**src/hw/rtl/keysym_to_utf8_encoder_assert.svh**
```systemverilog
// Assertion macros for the keysym to UTF-8 encoder.
// The including module provides clk_i and rst_ni.
`ifndef KEYSYM_TO_UTF8_ENCODER_ASSERT_SVH
`define KEYSYM_TO_UTF8_ENCODER_ASSERT_SVH

// Checked only outside reset.
`define KTE_ASSERT(lbl, prop, msg) \
  lbl: assert property (@(posedge clk_i) disable iff (!rst_ni) prop) else $error(msg);

// Checked during reset too.
`define KTE_ASSERT_ALWAYS(lbl, prop, msg) \
  lbl: assert property (@(posedge clk_i) prop) else $error(msg);

`endif

```
**src/hw/rtl/kte_pkg.sv**
```systemverilog
`default_nettype none

package kte_pkg;

  localparam int unsigned CpW  = 21;
  localparam int unsigned LenW = 3;

  localparam logic [31:0] KsUnicodeLo = 32'h0100_0100;
  localparam logic [31:0] KsUnicodeHi = 32'h0110_ffff;
  localparam logic [31:0] KsKpDigitLo = 32'h0000_ffb0;
  localparam logic [31:0] KsKpDigitHi = 32'h0000_ffb9;

  localparam logic [31:0] KsBackSpace   = 32'h0000_ff08;
  localparam logic [31:0] KsTab         = 32'h0000_ff09;
  localparam logic [31:0] KsKpTab       = 32'h0000_ff89;
  localparam logic [31:0] KsReturn      = 32'h0000_ff0d;
  localparam logic [31:0] KsKpEnter     = 32'h0000_ff8d;
  localparam logic [31:0] KsEscape      = 32'h0000_ff1b;
  localparam logic [31:0] KsDelete      = 32'h0000_ffff;
  localparam logic [31:0] KsKpDelete    = 32'h0000_ff9f;
  localparam logic [31:0] KsKpSpace     = 32'h0000_ff80;
  localparam logic [31:0] KsKpMultiply  = 32'h0000_ffaa;
  localparam logic [31:0] KsKpAdd       = 32'h0000_ffab;
  localparam logic [31:0] KsKpSeparator = 32'h0000_ffac;
  localparam logic [31:0] KsKpSubtract  = 32'h0000_ffad;
  localparam logic [31:0] KsKpDecimal   = 32'h0000_ffae;
  localparam logic [31:0] KsKpDivide    = 32'h0000_ffaf;

  localparam logic [CpW-1:0] CpSurrLo = 21'h00_d800;
  localparam logic [CpW-1:0] CpSurrHi = 21'h00_dfff;
  localparam logic [CpW-1:0] CpMax    = 21'h10_ffff;

  localparam logic [LenW-1:0] LenNone = 3'd0;
  localparam logic [LenW-1:0] LenOne  = 3'd1;
  localparam logic [LenW-1:0] LenTwo  = 3'd2;
  localparam logic [LenW-1:0] LenThree = 3'd3;
  localparam logic [LenW-1:0] LenFour = 3'd4;

  typedef struct packed {
    logic [3:0][7:0]  bytes;
    logic [LenW-1:0]  len;
    logic [LenW-1:0]  fit;
  } result_t;

endpackage

`default_nettype wire

```
**src/hw/rtl/kte_map.sv**
```systemverilog
`default_nettype none

module kte_map (
  input  wire logic [31:0]              keysym_i,
  output logic      [kte_pkg::CpW-1:0]  cp_o
);

  always_comb begin
    cp_o = '0;
    if ((keysym_i >= 32'h20 && keysym_i <= 32'h7e) ||
        (keysym_i >= 32'ha0 && keysym_i <= 32'hff)) begin
      cp_o = {13'd0, keysym_i[7:0]};
    end else if (keysym_i >= kte_pkg::KsUnicodeLo && keysym_i <= kte_pkg::KsUnicodeHi) begin
      cp_o = keysym_i[kte_pkg::CpW-1:0];
    end else if (keysym_i >= kte_pkg::KsKpDigitLo && keysym_i <= kte_pkg::KsKpDigitHi) begin
      cp_o = {13'd0, 4'h3, keysym_i[3:0]};
    end else begin
      unique case (keysym_i)
        kte_pkg::KsBackSpace:                 cp_o = 21'h08;
        kte_pkg::KsTab, kte_pkg::KsKpTab:     cp_o = 21'h09;
        kte_pkg::KsReturn, kte_pkg::KsKpEnter: cp_o = 21'h0d;
        kte_pkg::KsEscape:                    cp_o = 21'h1b;
        kte_pkg::KsDelete, kte_pkg::KsKpDelete: cp_o = 21'h7f;
        kte_pkg::KsKpSpace:                   cp_o = 21'h20;
        kte_pkg::KsKpMultiply:                cp_o = 21'h2a;
        kte_pkg::KsKpAdd:                     cp_o = 21'h2b;
        kte_pkg::KsKpSeparator:               cp_o = 21'h2c;
        kte_pkg::KsKpSubtract:                cp_o = 21'h2d;
        kte_pkg::KsKpDecimal:                 cp_o = 21'h2e;
        kte_pkg::KsKpDivide:                  cp_o = 21'h2f;
        default:                              cp_o = '0;
      endcase
    end
  end

endmodule

`default_nettype wire

```
**src/hw/rtl/kte_encode.sv**
```systemverilog
`default_nettype none

module kte_encode (
  input  wire logic [kte_pkg::CpW-1:0] cp_i,
  input  wire logic [7:0]              space_i,
  output kte_pkg::result_t             res_o
);

  logic [7:0] space_m1;

  assign space_m1 = space_i - 8'd1;

  always_comb begin
    res_o.bytes = '0;
    res_o.len   = kte_pkg::LenNone;
    priority if (cp_i == '0) begin
      res_o.len = kte_pkg::LenNone;
    end else if (cp_i <= 21'h7f) begin
      res_o.bytes[0] = cp_i[7:0];
      res_o.len      = kte_pkg::LenOne;
    end else if (cp_i <= 21'h7ff) begin
      res_o.bytes[0] = {3'b110, cp_i[10:6]};
      res_o.bytes[1] = {2'b10, cp_i[5:0]};
      res_o.len      = kte_pkg::LenTwo;
    end else if (cp_i >= kte_pkg::CpSurrLo && cp_i <= kte_pkg::CpSurrHi) begin
      res_o.len = kte_pkg::LenNone;
    end else if (cp_i <= 21'hffff) begin
      res_o.bytes[0] = {4'b1110, cp_i[15:12]};
      res_o.bytes[1] = {2'b10, cp_i[11:6]};
      res_o.bytes[2] = {2'b10, cp_i[5:0]};
      res_o.len      = kte_pkg::LenThree;
    end else if (cp_i <= kte_pkg::CpMax) begin
      res_o.bytes[0] = {5'b11110, cp_i[20:18]};
      res_o.bytes[1] = {2'b10, cp_i[17:12]};
      res_o.bytes[2] = {2'b10, cp_i[11:6]};
      res_o.bytes[3] = {2'b10, cp_i[5:0]};
      res_o.len      = kte_pkg::LenFour;
    end else begin
      res_o.len = kte_pkg::LenNone;
    end

    priority if (space_i == 8'd0) begin
      res_o.fit = kte_pkg::LenNone;
    end else if ({5'd0, res_o.len} < space_m1) begin
      res_o.fit = res_o.len;
    end else begin
      res_o.fit = space_m1[kte_pkg::LenW-1:0];
    end
  end

endmodule

`default_nettype wire

```
**src/hw/rtl/keysym_to_utf8_encoder.sv**
```systemverilog
// An input beat passes the input register and then the result register before its result is valid.
// Throughput: one beat per cycle unless the output stalls; mapping and UTF-8 packing sit between the two registers.
// in_stall_o is raised only while the result register holds an unaccepted beat
// and the input register is full.
// Reset clears both valid flags; payload registers are not reset.
`default_nettype none

`include "keysym_to_utf8_encoder_assert.svh"

module keysym_to_utf8_encoder (
  input  wire logic        clk_i,
  input  wire logic        rst_ni,
  input  wire logic        in_valid_i,
  output logic             in_stall_o,
  input  wire logic [31:0] keysym_i,
  input  wire logic [7:0]  buffer_space_i,
  output logic             out_valid_o,
  input  wire logic        out_stall_i,
  output logic [7:0]       utf8_byte0_o,
  output logic [7:0]       utf8_byte1_o,
  output logic [7:0]       utf8_byte2_o,
  output logic [7:0]       utf8_byte3_o,
  output logic [2:0]       encoded_length_o,
  output logic [2:0]       bytes_fitting_o
);

  logic                     in_valid_q;
  logic [31:0]              keysym_q;
  logic [7:0]               space_q;
  logic                     out_valid_q;
  kte_pkg::result_t         res_d;
  kte_pkg::result_t         res_q;
  logic [kte_pkg::CpW-1:0]  cp;
  logic                     out_adv;
  logic                     in_adv;

  assign out_adv    = !out_valid_q || !out_stall_i;
  assign in_adv     = !in_valid_q || out_adv;
  assign in_stall_o = !in_adv;

  always_ff @(posedge clk_i or negedge rst_ni) begin
    if (!rst_ni) begin
      in_valid_q  <= 1'b0;
      out_valid_q <= 1'b0;
    end else begin
      if (in_adv) begin
        in_valid_q <= in_valid_i;
      end
      if (out_adv) begin
        out_valid_q <= in_valid_q;
      end
    end
  end

  always_ff @(posedge clk_i) begin
    if (in_adv && in_valid_i) begin
      keysym_q <= keysym_i;
      space_q  <= buffer_space_i;
    end
    if (out_adv && in_valid_q) begin
      res_q <= res_d;
    end
  end

  kte_map u_map (
    .keysym_i (keysym_q),
    .cp_o     (cp)
  );

  kte_encode u_encode (
    .cp_i    (cp),
    .space_i (space_q),
    .res_o   (res_d)
  );

  assign out_valid_o      = out_valid_q;
  assign utf8_byte0_o     = res_q.bytes[0];
  assign utf8_byte1_o     = res_q.bytes[1];
  assign utf8_byte2_o     = res_q.bytes[2];
  assign utf8_byte3_o     = res_q.bytes[3];
  assign encoded_length_o = res_q.len;
  assign bytes_fitting_o  = res_q.fit;

  `KTE_ASSERT_ALWAYS(a_stall_cause, in_stall_o |-> (in_valid_q && out_valid_q && out_stall_i), "input stalled without a blocked result")
  `KTE_ASSERT(a_len_range, out_valid_o |-> (encoded_length_o <= kte_pkg::LenFour), "encoded length above four")
  `KTE_ASSERT(a_fit_le_len, out_valid_o |-> (bytes_fitting_o <= encoded_length_o), "fitting bytes exceed length")
  `KTE_ASSERT(a_empty_zero, (out_valid_o && encoded_length_o == kte_pkg::LenNone) |-> (utf8_byte0_o == 8'd0), "byte set on empty result")

endmodule

`default_nettype wire

```
**config.mk**
```make
export PLATFORM = sky130hd
export DESIGN_NAME = keysym_to_utf8_encoder
export DESIGN_NICKNAME = d
export VERILOG_FILES = /design/src/hw/rtl/kte_pkg.sv /design/src/hw/rtl/kte_map.sv /design/src/hw/rtl/kte_encode.sv /design/src/hw/rtl/keysym_to_utf8_encoder.sv
export VERILOG_INCLUDE_DIRS = /design/src /design/src/hw/rtl
export SDC_FILE = /design/constraint.sdc
export NUM_CORES = 1
export LEC_CHECK = 0
export BUFFER_PORTS_ARGS = -buffer_cell sky130_fd_sc_hd__buf_2
export CAP_MARGIN = 20
export CELL_PAD_IN_SITES_DETAIL_PLACEMENT = 1
export CELL_PAD_IN_SITES_GLOBAL_PLACEMENT = 1
export CORE_UTILIZATION = 38
export CTS_CLUSTER_DIAMETER = 40
export CTS_CLUSTER_SIZE = 8
export DETAILED_ROUTE_END_ITERATION = 10
export HOLD_SLACK_MARGIN = 0.08
export PLACE_DENSITY = 0.85
export SLEW_MARGIN = 20
export SYNTH_ARGS = -nofsm -noshare
export SYNTH_HDL_FRONTEND = slang
export SYNTH_SLANG_ARGS = --single-unit
```
**constraint.sdc**
```tcl
create_clock -name clk_i -period 3.35 [get_ports clk_i]
set_input_delay 0.5025 -clock clk_i [delete_from_list [all_inputs] [get_ports clk_i]]
set_output_delay 0.5025 -clock clk_i [all_outputs]
set_load 0.005 [all_outputs]
```
======== Word level (Yosys, flattened, before mapping) ========
Cells that the tools add are included.
word-level totals
  bits in registers ....................... 80
  bits of input ports ..................... 44
  logic and storage cells ................. 86
  output and inout port bits .............. 40
cells by class
  order comparisons ....................... 15
  equal/unequal tests ..................... 15
  reduce and logical (&&, ||, !) cells .... 22
  mux-type cells .......................... 22
  add/sub/neg operators ................... 1
operators with widths
  operator              count
  $eq 32x16->1 const B  15
  $mux 32               6
  $mux 27               5
  $pmux 7 s12           1
  $mux 21               3
  $le 21x16->1 const B  2
  $ge 32x16->1 const B  1
  $ge 32x25->1 const B  1
  $ge 32x6->1 const B   1
  $ge 32x8->1 const B   1
  $le 32x16->1 const B  1
  $le 32x25->1 const B  1
  $le 32x7->1 const B   1
  $le 32x8->1 const B   1
  $ge 21x16->1 const B  1
  $le 21x11->1 const B  1
  $le 21x21->1 const B  1
  $le 21x7->1 const B   1
  $logic_not 21->1      1
  $mux 19               1
  $mux 16               1
  $mux 3                4
  $mux 11               1
  $logic_not 8->1       1
  other kinds (8)       22

======== Depth between registers and ports, before layout ========
Gate-level depths: netlist of the first run.
  word-level depth ........................ 24
  depth in mapped cells ................... 12

======== Modules after synthesis ========
A second synthesis of the first run with hierarchy kept.
second synthesis, totals
  cells, all modules ...................... 276
  area, all modules ....................... 3,836.2 µm²
modules (own cells, without submodules)
  module                  area an instance (µm²)  cells each  sequential area each (µm²)  instances
  keysym_to_utf8_encoder  2,434.8                 86          2,392.3                     1
  kte_encode              718.2                   106         0.0                         1
  kte_map                 683.2                   84          0.0                         1

======== Worst setup path after synthesis of the first run ========
No wires, ideal clock.
  kind .................................... in2reg
  start ................................... in out_stall_i
  end ..................................... reg res_q, in the netlist bytes_fitting_o[0] (enable)
  stages on the path ...................... 1
  slack ................................... -0.202 ns
  data arrival time ....................... 3.071 ns
  setup time .............................. 0.481 ns
  cells stage by stage .................... a21boi_0
on the way
  word-level cells in the longest chain between the ends .. 3
RTL lines
  item                    line                          text
  start: declaration      keysym_to_utf8_encoder.sv:18  input wire logic out_stall_i,
  $logic_not 1->1         keysym_to_utf8_encoder.sv:37  assign out_adv = !out_valid_q || !out_stall_i;
  $logic_or 1x1->1        keysym_to_utf8_encoder.sv:37
  $logic_and 1x1->1       keysym_to_utf8_encoder.sv:60  if (out_adv && in_valid_q) begin
  end signal: assignment  keysym_to_utf8_encoder.sv:61  res_q <= res_d;
  end: declaration        keysym_to_utf8_encoder.sv:32  kte_pkg::result_t res_q;
Every way passes these cells.
A chain may end at the register's enable or synchronous reset.

======== Final worst setup path of the first run ========
  start ................................... reg keysym_q[18]
  end ..................................... reg res_q, in the netlist bytes_fitting_o[2] (data pin)
on the way
  word-level cells in the longest chain between the ends .. 19
  elaborated cells between the ends (all ways) .. 55
RTL lines
  item                                                  line                          text
  start: declaration                                    keysym_to_utf8_encoder.sv:28  logic [31:0] keysym_q;
  start signal: assignment                              keysym_to_utf8_encoder.sv:57  keysym_q <= keysym_i;
  branches (longest 5 deep; another with $ge 32x16->1)  -
  $mux 21 *                                             kte_map.sv:10                 if ((keysym_i >= 32'h20 && keysym_i <= 32'h7e) ||
  $le 21x21->1                                          kte_encode.sv:32              end else if (cp_i <= kte_pkg::CpMax) begin
  $mux 3                                                kte_encode.sv:32
  $mux 27                                               kte_encode.sv:27              end else if (cp_i <= 21'hffff) begin
  $mux 27                                               kte_encode.sv:25              end else if (cp_i >= kte_pkg::CpSurrLo && cp_i <= kte_pkg::CpSurrHi) begin
  $mux 27                                               kte_encode.sv:21              end else if (cp_i <= 21'h7ff) begin
  $mux 27                                               kte_encode.sv:18              end else if (cp_i <= 21'h7f) begin
  $mux 27                                               kte_encode.sv:16              priority if (cp_i == '0) begin
  $mux 3                                                kte_encode.sv:25
  $mux 19                                               kte_encode.sv:21
  $mux 11                                               kte_encode.sv:18
  $mux 3 *                                              kte_encode.sv:16
  $lt 3x8->1                                            kte_encode.sv:44              end else if ({5'd0, res_o.len} < space_m1) begin
  $mux 3 *                                              kte_encode.sv:44
Mark *: on every way between the ends. The select of a mux whose other input is x is not followed.

==> flow_summary.toml, run 1 <==
[synthesis]
netlist-cell-type-count = 60
synth_compound_area_share_pct = 14.3
yosys-top-cells-area = "edfxtp_1 63%, a21oi_1 2.5%, nor2_1 2.4%"
yosysTopAreaCellShare_pct = 62.7
synth_top_family_by_area = "simple AND/OR/NAND/NOR gates"
synthMuxAreaShare_pct = 1.15
synth_edf_count = 75
async_flop_share_pct = 2.60
syn_avg_cell_area_um2 = 12.6
syn_area_mm2 = 0.00359
seq_area_frac_synth_pct = 64.1
synthSimpleGateAreaFrac_pct = 15.7
synthAdderAreaFrac_pct = 1.05
synth_top_area_cell = "edfxtp_1"
yosys.area_share.xor_xnor_pct = 0.732
ys_ff_latch = 77
netlist_instances = 284
ys_dominant_reg_cell = "edfxtp_1"
ys_warn_count = 0

[power_and_ir_drop]
p_total_mw = 2.10
total_leakage_power_nw = 1.79
powerDensity_mw_per_mm2 = 456
vdd_drop_max_mv = 0.250

[floorplanning]
top_level_ports = 84
num_rows = 35
dieArea_mm2 = 0.00984
die_h_um = 99.2
core_mm2 = 0.00920
die_w_um = 99.2
start_util_pct = 39.0

[routing]
wirelength_um = 9670
via_per_inst = 5.65
routedWlPerCell_um = 19.0
route.detailed.drc = 0
vias = 2871
drt_pass1_iterations = 4
dr.first_iter.drc_count = 220
ant_nets = 0

[grt]
grt_pass1_wl_um = 14900
grt_use_total_pct = 19.9
grt-ovfl-total = 0
busiest_layer = "met2"
use_met1_pct = 24.8
grt_max_degree = 41
grtUsageMet2_pct = 35.0
grt_pass1_vias = 2889
use_met3_pct = 3.51
grt_antenna_before_repair = 0

[status]
status = "finished clean"

[sta]
fin_ws_ns = 0.0634
period_needed_ns = 3.29
fin_skew_ns = 0.00899
slew_viol_final = 0
worst_pin_slew_ns = 0.569
slew_headroom_pct = 61.7
max_freq_mhz = 304
hold_violations = 0
fin_crit_sh_pct = 98.1
holdWs_ns = 0.323
setup_viol = 0

[clock_tree]
clk_path_buf_depth = 2
cts.sinks = 77
cts_max_level = 3
clk_root_buffer_cell = "clkbuf_8"
clock_latency_ns = 0.35
path_clk_slew_ns = 0.08
cts_buffers = 9
cts_tree = "yes"

[critical_path]
crit_type = "register to register"
critPathMaxFanout = 5
worst_ep_arrival_time_ns = 3.39
start_kind = "register"
worst_setup_path_end_kind = "register"
crit_required_ns = 3.45

[finish]
drive_gt1_share_pct = 37.8
n_antenna_cell = 0
areaGrowthSynthToFinish_pct = 28.1
fillCellCount = 993
fin_nets = 439

[place]
gp_congestion = 0.938
port_buffers = 80
pre_cts_ws_ns = -0.0417
dp_hpwl_um = 7210

[min_path]
min_path_type = "input port to register"

[job]
drv_cap = 0
==> metal layers <==
layer	share of wire, %	vias up	wire length (um)
met4	2.1	0	205
met1	42	1398	4020
met5	0	-	0
met2	50	120	4840
met3	6.3	17	609
li1	-	1336	-
==> stage by stage <==
step / instance area, um2 / TNS (ns) / utilization (%) / std cells
6_report: 4600 / 0 / 50.0 / 508
5_1_grt: 4600 / -0.0482 / 50.0 / 508
4_1_cts: 4490 / 0 / 48.8 / 502
3_5_place_dp: 4230 / -0.0417 / 46.0 / 484
3_3_place_gp: 4230 / 0 / 46.0 / 484
2_1_floorplan: 3600 / 0 / - / 286
==> cell usage in the layout, fill, tap and decap left out, types with 8 or more instances in the layout <==
cell type,synthesis,layout
nor2_1,23,21
nand2_1,15,15
a21oi_1,18,17
o22ai_1,8,8
edfxtp_1,75,75
o21ai_0,12,11
buf_2,0,80
clkbuf_8,0,9
buf_4,3,27
nand4_1,8,8
nand3_1,12,11
==> flip-flops by register name, summed over array words and instances, names as in the netlist <==
| name | flops |
|---|---|
| utf8_byte0_o | 8 |
| utf8_byte2_o | 7 |
| utf8_byte1_o | 7 |
| bytes_fitting_o | 3 |
| out_valid_o | 1 |
| encoded_length_o | 3 |
| space_q | 8 |
| in_valid_q | 1 |
| utf8_byte3_o | 7 |
| keysym_q | 32 |
==> cell type report <==
type | count | area [um2] | share of cell area, %
flip-flops and latches | 77 | 2300 | 50.1
well taps | 111 | 139 | 3.02
inverters | 8 | 30.0 | 0.653
clock buffers | 10 | 128 | 2.78
repair buffers | 109 | 641 | 13.9
multi-input cells | 187 | 1270 | 27.7
clock inverters | 6 | 86.3 | 1.88
==> final timing paths <==
check	endpoint	cells past startpoint	slack (ns)	startpoint
max	bytes_fitting_o[2]$_SDFFCE_PN0P_	8	0.06	keysym_q[18]$_DFFE_PP_
min	space_q[0]$_DFFE_PP_	1	0.32	buffer_space_i[0]
max reg2reg	bytes_fitting_o[2]$_SDFFCE_PN0P_	8	0.06	keysym_q[18]$_DFFE_PP_
min reg2reg	out_valid_o$_DFFE_PN0P_	1	0.50	in_valid_q$_DFFE_PN0N_
max in group asynchronous	out_valid_o$_DFFE_PN0P_	2	2.78	rst_ni
min in group asynchronous	in_valid_q$_DFFE_PN0N_	2	0.47	rst_ni
==> report_power, final <==
part	switching [mW]	internal, mW
clock network	0.343	0.420
logic	0.0873	0.0764
registers	0.0447	1.12
==> kinds of logic after synthesis <==
group                    after synthesis
AND/OR/NAND/NOR                      101
flip-flops                            77
AO/OA/AOI/OAI                         73
buffers and inverters                 22
multiplexers                           4
adder cells (fa/ha/maj)                3
XOR/XNOR                               3
other                                  1
==> cell usage after synthesis (2+ instances only) <==
cell type	instances
edfxtp_1	75
nor2_1	23
a21oi_1	18
nand2_1	15
nand3_1	12
o21ai_0	12
clkbuf_1	10
nand4_1	8
o22ai_1	8
inv_1	7
nor3_1	6
and2_1	5
nor4_1	5
or4_1	5
a31oi_1	4
and3_1	4
buf_4	3
ha_1	3
mux2i_1	3
o21a_1	3
or2_2	3
a21o_1	2
a22o_1	2
a22oi_1	2
dfrtp_1	2
nand2b_1	2
o2111a_1	2
o221ai_1	2
o32ai_1	2
o41ai_1	2
or3_1	2
or4_4	2
or4b_2	2
xnor2_1	2
==> critical path, cell delays in order, from the launching register on <==
cell,delay (ns)
edfxtp_1,0.43
or4_4,0.54
or4_4,0.54
o21ai_4,0.20
a21bo_2,0.30
a2111oi_4,0.33
nand3_1,0.18
a21oi_2,0.19
mux2_1,0.34
==> repair_timing <==
action	in CTS	in global routing
pin swaps	0	4
resized for setup	3	13
hold buffers	1	0
hold endpoints to repair	2	0
setup buffers	1	5
setup endpoints to repair	1	3
(Power assumes the default switching activity.)
==> run 2, diff against run 1 <==
Settings changed: CORE_UTILIZATION 38 to 42, PLACE_DENSITY 0.85 to 0.89, SLEW_MARGIN 20 to default.
Clock period 3.35 ns to 3.1 ns, I/O delays scaled along.
==> run 2 against run 1 <==
The flow now finishes with violations (negative setup slack). Combinational power is 18% higher. Clock skew is 0.0024 ns higher. Clock-buffer cell count is 1 higher. Non-clock buffer count is 22 higher. Setup slack worse by 0.22 ns. Register-to-register slack worse by 0.22 ns. Fmax is 0.95% higher. First-iteration DRC count is 15% lower. Die area is 9.3% lower. Critical path type unchanged. Critical endpoint unchanged.
==> flow_summary.toml, run 2 (synthesis results as in run 1) <==
[floorplanning]
num_rows = 33
dieArea_mm2 = 0.00892
die_h_um = 94.5
top_level_ports = 84
core_mm2 = 0.00826
die_w_um = 94.5
start_util_pct = 43.5

[routing]
via_per_inst = 5.58
vias = 2926
ant_nets = 0
routedWlPerCell_um = 18.4
drt_pass1_iterations = 4
route.detailed.drc = 0
wirelength_um = 9620
dr.first_iter.drc_count = 186

[status]
violations = "negative setup slack"
status = "finished with violations"

[sta]
fin_ws_ns = -0.156
period_needed_ns = 3.26
max_freq_mhz = 307
fin_crit_sh_pct = 105
worst_pin_slew_ns = 0.519
setup_viol = 3
hold_violations = 0
slew_headroom_pct = 65.1
slew_viol_final = 0
rsz0062_at_grt = "true"
fin_skew_ns = 0.0114

[critical_path]
crit_required_ns = 3.20
start_kind = "register"
ff2ff_path_depth = 8
crit_type = "register to register"
r2r_end = "bytes_fitting_o[2]$_SDFFCE_PN0P_"
ff2ff_setup_slack_ns = -0.16
r2r_start = "keysym_q[15]$_DFFE_PP_"
worst_ep_arrival_time_ns = 3.36
critPathMaxFanout = 4
worst_setup_path_end_kind = "register"

[grt]
grt_max_degree = 41
grt_use_total_pct = 22.1
grt-ovfl-total = 0
grt_pass1_wl_um = 14500
grt_antenna_before_repair = 0
grt_pass1_vias = 2943

[clock_tree]
cts_tree = "yes"
cts.sinks = 77
clk_root_buffer_cell = "clkbuf_8"
cts_buffers = 9
cts_max_level = 3
clk_path_buf_depth = 2
clock_latency_ns = 0.35
path_clk_slew_ns = 0.08

[place]
dp_hpwl_um = 7280
gp_congestion = 0.880
pre_cts_ws_ns = -0.205
port_buffers = 80

[min_path]
min_to = "space_q[1]$_DFFE_PP_"
hp-start = "buffer_space_i[1]"
min_path_type = "input port to register"
whs_path_depth = 1

[finish]
areaGrowthSynthToFinish_pct = 34.2
largest_reg_flops = 32
fin_util_pct = 58.3
drive_gt1_share_pct = 43.9
largest-register = "keysym_q"
final_cell_mix = "80 x buf_2, 75 x edfxtp_1, 48 x buf_4, 21 x nor2_1, 15 x a21oi_1"
final_common_cell = "buf_2"
n_antenna_cell = 0
fin_nets = 461

[power_and_ir_drop]
sw_frac_of_total_pct = 22.2
vdd_drop_max_mv = 0.270
power.share.sequential_pct = 54.7
power.internal_mw = 1.78
p_clk_share_pct = 36.8
total_leakage_power_nw = 1.91
combPwrFrac_pct = 8.5
powerDensity_mw_per_mm2 = 476
p_sw_mw = 0.509

[job]
drv_cap = 0
## run 2: changes by cell type in the layout (fill, tap and decap cells not counted), sizes merged
cell,delta
clkinvlp,+1
buf,+22
clkinv,-2
clkbuf,+1
## run 2: critical path: stages, from the launching register on
cell       delay (ns)
edfxtp_1         0.39
or4_4            0.55
or4_4            0.53
o21ai_4          0.19
a21bo_4          0.28
a2111oi_4        0.39
nand3_2          0.16
a21oi_2          0.21
mux2_4           0.31
## run 2: how the worst max path moves through the flow
| stage | cells after the start | to | startpoint | slack (ns) |
|---|---|---|---|---|
| final | 8 | bytes_fitting_o[2]$_SDFFCE_PN0P_ | keysym_q[15]$_DFFE_PP_ | -0.16 |
| after global routing | 8 | bytes_fitting_o[2]$_SDFFCE_PN0P_ | keysym_q[15]$_DFFE_PP_ | -0.19 |
| after CTS | 12 | bytes_fitting_o[2]$_SDFFCE_PN0P_ | keysym_q[17]$_DFFE_PP_ | -0.09 |
| after detailed placement | 12 | bytes_fitting_o[2]$_SDFFCE_PN0P_ | keysym_q[29]$_DFFE_PP_ | -0.20 |
| after global placement | 12 | bytes_fitting_o[2]$_SDFFCE_PN0P_ | keysym_q[14]$_DFFE_PP_ | -0.03 |
| after floorplan | 9 | bytes_fitting_o[2]$_SDFFCE_PN0P_ | keysym_q[14]$_DFFE_PP_ | -0.06 |
## run 2: layout make-up
| type | instances | area (um2) |
|---|---|---|
| clock buffer | 11 | 141 |
| fill | 883 | 3440 |
| tap | 105 | 131 |
| timing repair buffer | 131 | 793 |
| multi-input combinational | 187 | 1340 |
| inverter | 8 | 30.0 |
| sequential | 77 | 2300 |
| clock inverter | 5 | 83.8 |
## run 2: per-stage QoR
stage,std cells,power [mW],TNS [ns],hold WS [ns],cell area [um2]
3_5_place_dp,498,1.46,-0.413,0.256,4420
4_1_cts,519,2.31,-0.136,0.275,4740
6_report,524,2.29,-0.229,0.286,4820
5_1_grt,524,2.37,-0.358,0.270,4820
3_3_place_gp,498,1.45,-0.0258,0.252,4420
2_1_floorplan,286,1.35,-0.0594,0.169,3650
## run 2: power by group through the flow
stage | logic (mW) | registers [mW] | clock network (mW)
after CTS | 0.192 | 1.25 | 0.859
after global routing | 0.213 | 1.26 | 0.892
after detailed placement | 0.184 | 1.28 | 0
after global placement | 0.176 | 1.27 | 0
final | 0.194 | 1.25 | 0.844
after floorplan | 0.0821 | 1.27 | 0
## run 2: layer usage
metal / up-vias / global-route usage (%) / share of wire, %
li1: 1377 / - / -
met1: 1408 / 25.8 / 39
met2: 120 / 40.2 / 53
met3: 21 / 3.30 / 5.5
met4: 0 / 9.60 / 2.6
met5: - / 0 / 0
## run 2: what timing repair did
| item | 4_1_cts | 5_1_grt |
|---|---|---|
| pin swaps | 8 | 11 |
| buffers inserted | 4 | 5 |
| cloned | 0 | 0 |
| endpoints found under the hold margin | 2 | 0 |
| setup endpoints to repair | 3 | 4 |
| hold buffers | 1 | 0 |
| gates resized for setup | 16 | 8 |
==> run 3, diff against run 2 <==
Settings changed: CORE_ASPECT_RATIO from default to 0.9.
==> run 3 against run 2 <==
The run still ends with negative setup slack left. Largest cell class unchanged. Wire length rose by 19%. Combinational power increased by 5%. Non-clock buffer count rose by 6. Design area up 2.5%. Clock-buffer cell count down 2. Via count rose by 8.0%. Core utilization rose by 2.0 points.
==> flow_summary.toml, run 3 (synthesis results as in run 1) <==
[floorplanning]
start_util_pct = 43.9
dieArea_mm2 = 0.00892
num_rows = 31
die_w_um = 99.5
die_h_um = 89.7
top_level_ports = 84
core_mm2 = 0.00818

[critical_path]
start_kind = "register"
r2r_end = "bytes_fitting_o[2]$_SDFFCE_PN0P_"
worst_setup_path_end_kind = "register"
path_cells = "or4_4 > or4_4 > nor2_2 > nand3_2 > a21oi_2 > and2_4 > ha_4 > nand2_2 > a21oi_2 > a21oi_4 > mux2_4"
crit_family = "simple AND/OR/NAND/NOR gates"
ff2ff_path_depth = 11
worst_ep_arrival_time_ns = 3.49
crit_type = "register to register"
max_stage_delay_ns = 0.57
ff2ff_setup_slack_ns = -0.27
crit_required_ns = 3.22
cp_slowest_cell = "or4_4"
critPathMaxFanout = 3
r2r_start = "keysym_q[15]$_DFFE_PP_"
critPathBufInv = 0

[finish]
fillCellCount = 855
instances_no_fill = 540
drive_gt1_share_pct = 47.3
areaGrowthSynthToFinish_pct = 37.6
final_cell_mix = "80 x buf_2, 75 x edfxtp_1, 52 x buf_4, 21 x nor2_1, 13 x nand2_1"
largest-register = "keysym_q"
largest_reg_flops = 32
final_common_cell = "buf_2"
n_antenna_cell = 0
fin_util_pct = 60.4
multi_input_area_mm2 = 0.00140
design_area_mm2 = 0.00494
seq_area_mm2 = 0.00230
fin_nets = 467

[clock_tree]
cts.sinks = 77
cts_buffers = 9
clk_root_buffer_cell = "clkbuf_8"
clk_path_buf_depth = 2
cts_max_level = 3
cts_tree = "yes"
clock_latency_ns = 0.36
path_clk_slew_ns = 0.08

[routing]
via_per_inst = 5.85
dr.first_iter.drc_count = 225
drt_pass1_iterations = 5
route.detailed.drc = 0
routedWlPerCell_um = 21.1
ant_nets = 0
wirelength_um = 11400
vias = 3160

[power_and_ir_drop]
powerDensity_mw_per_mm2 = 469
total_leakage_power_nw = 1.95
combPwrFrac_pct = 8.8
vdd_drop_max_mv = 0.299
p_clk_share_pct = 36.7
p_sw_mw = 0.551
sw_frac_of_total_pct = 23.8
power.share.sequential_pct = 54.5
power.internal_mw = 1.76

[grt]
grt_antenna_before_repair = 0
grt_use_total_pct = 24.0
grt-ovfl-total = 0
grt_pass1_wl_um = 16200
grt_pass1_vias = 3093
grt_max_degree = 41

[sta]
tns_ns = -1.01
worst_pin_slew_ns = 0.551
rsz0062_at_grt = "true"
hold_violations = 0
max_freq_mhz = 297
fin_skew_ns = 0.0104
fin_ws_ns = -0.269
fin_crit_sh_pct = 109
period_needed_ns = 3.37
slew_viol_final = 0
slew_headroom_pct = 62.9
holdWs_ns = 0.268
setup_viol = 7

[place]
place_inst = 509
port_buffers = 80
gp_congestion = 0.977
dp_hpwl_um = 7540
place_area_mm2 = 0.00444

[min_path]
min_path_type = "input port to register"
whs_path_depth = 1
min_to = "keysym_q[6]$_DFFE_PP_"
hp-start = "keysym_i[6]"

[status]
status = "finished with violations"
violations = "negative setup slack"

[job]
drv_cap = 0
## run 3: cell count changes in the layout (fill, tap and decap cells not counted), sizes merged
cell	change
clkinv	+2
clkbuf	-2
buf	+6
## run 3: how the worst max path moves through the flow
stage                            from                          endpoint  depth (start not counted)
5_1_grt        keysym_q[15]$_DFFE_PP_  bytes_fitting_o[2]$_SDFFCE_PN0P_                         11
3_5_place_dp   keysym_q[28]$_DFFE_PP_  bytes_fitting_o[2]$_SDFFCE_PN0P_                         12
3_3_place_gp   keysym_q[14]$_DFFE_PP_  bytes_fitting_o[2]$_SDFFCE_PN0P_                         12
2_1_floorplan  keysym_q[14]$_DFFE_PP_  bytes_fitting_o[2]$_SDFFCE_PN0P_                          9
4_1_cts        keysym_q[16]$_DFFE_PP_  bytes_fitting_o[2]$_SDFFCE_PN0P_                         12
6_report       keysym_q[15]$_DFFE_PP_  bytes_fitting_o[2]$_SDFFCE_PN0P_                         11
## run 3: stage by stage
stage	total power, mW	worst slack [ns]
4_1_cts	2.31	-0.141
2_1_floorplan	1.35	-0.0594
6_report	2.31	-0.269
3_3_place_gp	1.45	-0.0350
3_5_place_dp	1.46	-0.220
5_1_grt	2.39	-0.291
## run 3: timing repair
item / in CTS / in global routing
pin swaps: 7 / 10
resized for setup: 14 / 28
hold endpoints to repair: 2 / 0
hold buffers: 1 / 0
buffers inserted: 4 / 10
endpoints found under the setup margin: 12 / 18
## run 3: worst register-to-register path: stages (launching register included)
cell      delay [ns]
edfxtp_1        0.44
or4_4           0.57
or4_4           0.55
nor2_2          0.20
nand3_2         0.14
a21oi_2         0.20
and2_4          0.19
ha_4            0.21
nand2_2         0.07
a21oi_2         0.06
a21oi_4         0.18
mux2_4          0.31
## run 3: area by class of cell
| class | count | area share (%) |
|---|---|---|
| Clock inverter | 7 | 1.98 |
| Multi-Input combinational cell | 187 | 28.3 |
| Tap cell | 115 | 2.91 |
| Inverter | 8 | 0.608 |
| Timing Repair Buffer | 137 | 17.1 |
| Sequential cell | 77 | 46.6 |
| Clock buffer | 9 | 2.51 |
## run 3: routing by layer
layer,up-vias,GRT usage (%),share of wire (%)
li1,1395,-,-
met5,-,0,0
met2,201,41.2,51
met3,32,5.75,7.4
met1,1532,29.0,39
met4,0,9.44,3.1
## run 3: power groups by stage
stage / Combinational, mW / Sequential (mW) / Clock (mW)
5_1_grt: 0.220 / 1.27 / 0.900
6_report: 0.204 / 1.26 / 0.849
4_1_cts: 0.191 / 1.26 / 0.861
3_3_place_gp: 0.173 / 1.27 / 0
3_5_place_dp: 0.183 / 1.28 / 0
2_1_floorplan: 0.0821 / 1.27 / 0
